**src/mqtd_pkg.sv**
```systemverilog
// Package for the multi-port tail-drop queue with congestion marking.
// Holds widths, action and status codes, and the front-to-back command type.
// No dependencies.
package mqtd_pkg;
   localparam int NumPorts    = 16;
   localparam int NumBuffers  = 1024;
   localparam int PortW       = 4;
   localparam int BufW        = 10;
   localparam int CountW      = 11;
   localparam int HandleW     = 32;
   localparam int RegW        = 11;
   localparam int CsrIdxW     = 1;

   localparam logic [1:0] ActEnq   = 2'd0;
   localparam logic [1:0] ActDeq   = 2'd1;
   localparam logic [1:0] ActOpen  = 2'd2;
   localparam logic [1:0] ActClose = 2'd3;

   localparam logic [3:0] StQueued   = 4'd0;
   localparam logic [3:0] StFull     = 4'd1;
   localparam logic [3:0] StNoBuf    = 4'd2;
   localparam logic [3:0] StUnknown  = 4'd3;
   localparam logic [3:0] StDequeued = 4'd4;
   localparam logic [3:0] StEmpty    = 4'd5;
   localparam logic [3:0] StOpened   = 4'd6;
   localparam logic [3:0] StAlready  = 4'd7;
   localparam logic [3:0] StClosed   = 4'd8;

   localparam logic [RegW-1:0] LimitReset  = RegW'(100);
   localparam logic [RegW-1:0] ThreshReset = RegW'(50);

   localparam logic [CsrIdxW-1:0] RegLimit  = 1'b0;
   localparam logic [CsrIdxW-1:0] RegThresh = 1'b1;

   typedef struct packed {
      logic [1:0]         action;
      logic [PortW-1:0]   port;
      logic [HandleW-1:0] handle;
   } cmd_type;
endpackage

```
**src/mqtd_cmd_fifo.sv**
```systemverilog
// Two-entry command queue between the front and back parts.
// Depends on mqtd_pkg.
module mqtd_cmd_fifo (
   input  logic              clock,
   input  logic              reset,
   input  logic              in_valid,
   output logic              in_ready,
   input  mqtd_pkg::cmd_type in_cmd,
   output logic              out_valid,
   input  logic              out_ready,
   output mqtd_pkg::cmd_type out_cmd
);
   import mqtd_pkg::*;

   cmd_type    mem_ff [2];
   logic       wr_ptr_ff, wr_ptr_in, rd_ptr_ff, rd_ptr_in;
   logic [1:0] cnt_ff, cnt_in;
   logic       push, pop;

   assign in_ready  = (cnt_ff != 2'd2);
   assign out_valid = (cnt_ff != 2'd0);
   assign out_cmd   = mem_ff[rd_ptr_ff];
   assign push      = in_valid && in_ready;
   assign pop       = out_valid && out_ready;

   always_comb begin
      wr_ptr_in = push ? ~wr_ptr_ff : wr_ptr_ff;
      rd_ptr_in = pop ? ~rd_ptr_ff : rd_ptr_ff;
      cnt_in    = cnt_ff + {1'b0, push} - {1'b0, pop};
   end

   always_ff @(posedge clock) begin
      if (reset) begin
         wr_ptr_ff <= 1'b0;
         rd_ptr_ff <= 1'b0;
         cnt_ff    <= 2'd0;
      end else begin
         wr_ptr_ff <= wr_ptr_in;
         rd_ptr_ff <= rd_ptr_in;
         cnt_ff    <= cnt_in;
      end
   end

   always_ff @(posedge clock) begin
      if (push) begin
         mem_ff[wr_ptr_ff] <= in_cmd;
      end
   end
endmodule

```
**config.mk**
```make
export PLATFORM = sky130hd
export DESIGN_NAME = mqtd_cmd_fifo
export DESIGN_NICKNAME = d
export VERILOG_FILES = /design/src/mqtd_pkg.sv /design/src/mqtd_cmd_fifo.sv
export SDC_FILE = /design/constraint.sdc
export NUM_CORES = 1
export LEC_CHECK = 0
export BUFFER_PORTS_ARGS = -buffer_cell sky130_fd_sc_hd__buf_2
export CAP_MARGIN = 10
export CORE_ASPECT_RATIO = 1.4
export CORE_MARGIN = 4
export CORE_UTILIZATION = 45
export DETAILED_ROUTE_END_ITERATION = 8
export PLACE_DENSITY = 0.7
export REMOVE_ABC_BUFFERS = 1
export SETUP_SLACK_MARGIN = 0.4
export SYNTH_ARGS = -nofsm -noshare
export SYNTH_HDL_FRONTEND = slang
export SYNTH_SLANG_ARGS = --single-unit
```
**constraint.sdc**
```tcl
create_clock -name clock -period 3.4 [get_ports clock]
set_input_delay 0.17 -clock clock [delete_from_list [all_inputs] [get_ports clock]]
set_output_delay 0.17 -clock clock [all_outputs]
set_load 0.005 [all_outputs]
```
; ---- Word-level counts from Yosys, hierarchy flattened
; Memory sizes are Yosys's and may differ from the RTL's. A register that Yosys moved wholly into a read port is not among the register bits.
; Index checks and enable logic that the tools add are counted.
[word_totals]
wordCells = 16
mem_count = 1
ramBits = 76
reg_bits = 4
[op_classes]
bitwise = 2
n_mux = 4
eq_ne = 1
reduce_logical = 3
addsub = 2
[memory_table]
columns = memory, depth, word_bits, read_ports, rd_clocked_by_memory_dff, write_ports, line_no
row1 = mem_ff, 2, 38, 1, 1, 1, mqtd_cmd_fifo.sv:15  ; cmd_type mem_ff [2];
[op_table]
columns = op, n
row1 = $mux W1, 4
row2 = $add A2 B1 Y2, 1
row3 = $logic_and A1 B1 Y1, 2
row4 = $ne A2 B2 Y1 const B, 1
row5 = $not A1 Y1, 2
row6 = $reduce_bool A2 Y1, 1
row7 = $sub A2 B1 Y2, 1

; ---- Logic depth before layout (Yosys ltp)
[logic_depth]
word_depth = 4
ltp_mapped = 8
depth_no_buf = 8

; ---- Worst setup path before layout
; OpenSTA, ideal clock, no wires.
[synth_path]
path_type = register to register
startpoint = register cnt_ff[0]
endpoint = memory mem_ff[0][0] in the netlist's numbering, enable pin
t_arrival_ns = 2.166
period_less_slack_ns = 2.599
path_buffers = 0
slack_ns = 0.801
setup_time_ns = 0.433
t_required_ns = 2.967
path_stages_with_launch = 4
path_cell_list = dfxtp_1 -> nand2b_2 -> nand2_2 -> nor2_1
[synth_between]
elab_chain_len = 4
[synth_lines]
columns = element, line_no
row1 = start: declaration, mqtd_cmd_fifo.sv:17  ; logic [1:0] cnt_ff, cnt_in;
row2 = start signal: assignment, mqtd_cmd_fifo.sv:40  ; cnt_ff <= cnt_in;
row3 = $ne A2 B2 Y1, mqtd_cmd_fifo.sv:20  ; assign in_ready = (cnt_ff != 2'd2);
row4 = named net in_ready, mqtd_cmd_fifo.sv:7  ; output logic in_ready,
row5 = $logic_and A1 B1 Y1, mqtd_cmd_fifo.sv:23  ; assign push = in_valid && in_ready;
row6 = $mux W1, mqtd_cmd_fifo.sv:45  ; if (push) begin
row7 = $mux W1 (implied by the code), mqtd_cmd_fifo.sv:46  ; mem_ff[wr_ptr_ff] <= in_cmd;
row8 = end: declaration, mqtd_cmd_fifo.sv:15
; The timed path passes the listed nets, and every way through them passes these cells.

==> flow_summary_export.csv <==
group,metric,value,unit
power,power.total,2.71,mW
route,dr.pass1.iters,4,
placed_design,port_buffers,81,
finish,final_layout_size_suffix_gt1_share,54.0,%
finish,nNetsFinal,302,
setup_path,r2r_slack,1580,ps
status,status,"finished clean",
setup_path,r2r_start,"cnt_ff[0]",
setup_path,worst-path-max-fanout,38,
cts,cts_root_buffer,"clkbuf_8",
grt,grt_antenna_before_repair,0,
grt,grt_pass1_vias,1666,
timing,rsz0062_at_grt,"no",
setup_path,cp-endpoint,"out_cmd[14]",
timing,relSlewSlack,27.1,%
cts,cts_tree,"done",
yosys,synth.area.top_cells,"edfxtp_1 (75%), mux2_4 (9.8%), mux2_2 (7.0%)",
setup_path,worst_path_max_delay_cell,"dfxtp_2",
min_path,hold_class,"in -> reg",
timing,fin_setup_tns,0,ps
setup_path,r2r_cells,3,
placed_design,globalplace.congestion,0.671,
finish,stdcell_area,0.00405,mm^2
setup_path,crit_type,"reg -> out",
cts,cts_max_path_buffers,2,
die,design.core.area,0.00661,mm^2
power,power_frac_clock,27.7,%
timing,hold_viol_final,0,
power,switchingPower,0.672,mW
timing,fmax,464,MHz
timing,worst_slew_pin_slew,1090,ps
power,swShare,24.8,%
cts,htree_num_levels,3,
finish,final_util,61.2,%
finish,antenna_cells,0,
route,wl_per_cell,14.6,um
grt,grt_max_degree,39,
yosys,syn_area_per_cell,21.5,um^2
timing,drv_slew,0,
timing,setup_viol,0,
power,sequentialPowerShare,50.3,%
timing,fin_crit,2150,ps
setup_path,max_stage_delay,1040,ps
setup_path,path_cells,"mux2_2 > buf_2",
setup_path,crit_arrival,1980,ps
yosys,ys_ff_latch,81,
yosys,synth_top_area_share,74.7,%
setup_path,critPathCaptureType,"primary output",
yosys,yosysTopAreaCell,"edfxtp_1",
timing,post-route-period-util,63.4,%
power,irDropWorstVdd,0.534,mV
power,leakage,1.58,nW
die,start_util,46.2,%
run,maxCapViolCount,0,
die,dieArea,0.00819,mm^2
yosys,synth_commonest_cells,"edfxtp_1 (76), mux2_4 (20), mux2_2 (19), dfxtp_1 (5), nor2_1 (5)",
yosys,async_flop_share,0,%
route,routed_wl,5180,um
route,post-route-drc-count,0,
yosys,synth_most_common_cell,"edfxtp_1",
cts,clkSinkCount,81,
route,num_vias,1610,
power,combPwrFrac,22.0,%
yosys,syn-instance-count,142,
cts,cts_resized,0,
cts,clk_pin_slew,80,ps
die,ios,82,
placed_design,hpwl,3260,um
cts,clock_latency,350,ps
grt,grtUsageTotal,13.5,%
placed_design,place_area,0.00355,mm^2
yosys,ys.flop_type,"edfxtp_1",
yosys,synth_area,0.00306,mm^2
grt,overflow,0,
grt,grt_first_pass_wirelength,8200,um
yosys,yosys_warnings,0,
power,p_per_area,669,mW/mm^2
route,vias_per_cell,4.54,
die,die_h,106,um
yosys,ys_types,17,
route,first_iter_violations,93,
route,ant_nets,0,
power,p_int,2.04,mW
timing,holdWs,20.2,ps
cts,cts_buffers,9,
die,rows,35,
min_path,holdPathStages,1,
setup_path,critPathLaunchType,"flip-flop",
finish,area_growth,32.4,%
yosys,yosysSeqAreaShare,77.9,%
setup_path,worst_r2r_endpoint,"mem_ff[0][7]",
timing,clock_skew,6.50,ps
die,die_w,77.7,um
yosys,synth_enable_flop_cells,76,
setup_path,cp.required,3230,ps
[power groups by stage]
stage / Combinational [mW] / Clock [mW] / Sequential, mW
after CTS: 0.611 / 0.767 / 1.37
after detailed placement: 0.582 / 0 / 1.39
after global routing: 0.652 / 0.808 / 1.38
final: 0.596 / 0.749 / 1.36
after floorplan: 0.369 / 0 / 1.36
after global placement: 0.580 / 0 / 1.38
[worst max-delay path, delay by kind of cell (launching register included)]
family / cells / cell delay [ps]
mux: 1 / 440
flops: 1 / 1040
buf+inv: 1 / 130
[flip-flops by register name (all words and copies together), names as in the netlist, named ones only]
signal	flops
rd_ptr_ff	1
mem_ff	76
wr_ptr_ff	1
cnt_ff	2
[routing by layer]
| layer | share of wire, % | vias up | track usage, % |
|---|---|---|---|
| met5 | 0 | - | 0 |
| li1 | - | 781 | - |
| met3 | 5.4 | 7 | 3.16 |
| met4 | 2.1 | 0 | 9.16 |
| met2 | 52 | 52 | 21.6 |
| met1 | 40 | 770 | 16.1 |
[cells by family after synthesis]
kind of cell,Yosys count,synth area share (%)
XOR/XNOR,3,0.860
AND/OR/NAND/NOR,11,1.92
buffers and inverters,5,1.39
AO/OA/AOI/OAI,1,0.246
multiplexers,39,16.8
adder cells (fa/ha/maj),2,0.819
flip-flops,81,77.9
[stage by stage]
stage | std cells | setup slack (ps)
floorplan | 138 | 801
global placement | 311 | 1560
detailed placement | 311 | 1520
CTS | 354 | 1180
global route | 355 | 1110
finish | 355 | 1250
[layout by cell type (no fill, tap or decap)]
cell type	netlist	final
nor2_1	5	4
clkinvlp_4	0	1
xor2_1	1	1
edfxtp_1	76	76
nand2b_2	1	1
o21a_1	1	1
nor2_4	0	1
inv_1	1	1
dfxtp_2	0	1
dfxtp_1	5	4
clkinv_2	0	2
or2_2	1	1
buf_2	1	81
clkinv_4	0	2
nand2_2	1	1
mux2_2	19	19
nor2b_1	2	2
and3_2	0	1
clkbuf_8	0	9
ha_1	2	2
dlygate4sd3_1	0	28
bufinv_16	0	2
mux2_4	20	20
xnor2_1	2	2
[worst min-delay path by stage]
stage / slack, ps / endpoint / start
after global placement: 360 / mem_ff[1][28] / in_cmd[28]
after global routing: 1 / mem_ff[1][10] / in_cmd[10]
final: 20 / mem_ff[1][6] / in_cmd[6]
after floorplan: 240 / cnt_ff[0] / reset
after detailed placement: 360 / mem_ff[0][28] / in_cmd[28]
after CTS: 1 / mem_ff[0][20] / in_cmd[20]
[area by class of cell]
class	count	area, um^2
flip-flops and latches	81	2380
clock inverters	7	95.1
repair buffers	109	686
fillers	501	2560
multi-input cells	56	641
well taps	92	115
clock buffers	9	124
inverters	1	3.75
[repair_timing]
action | CTS | global route
hold buffers | 27 | 1
endpoints found under the hold margin | 50 | 2
setup buffers | 0 | 0
endpoints found under the setup margin | 0 | 0
Power figures use the tool's default switching activity.
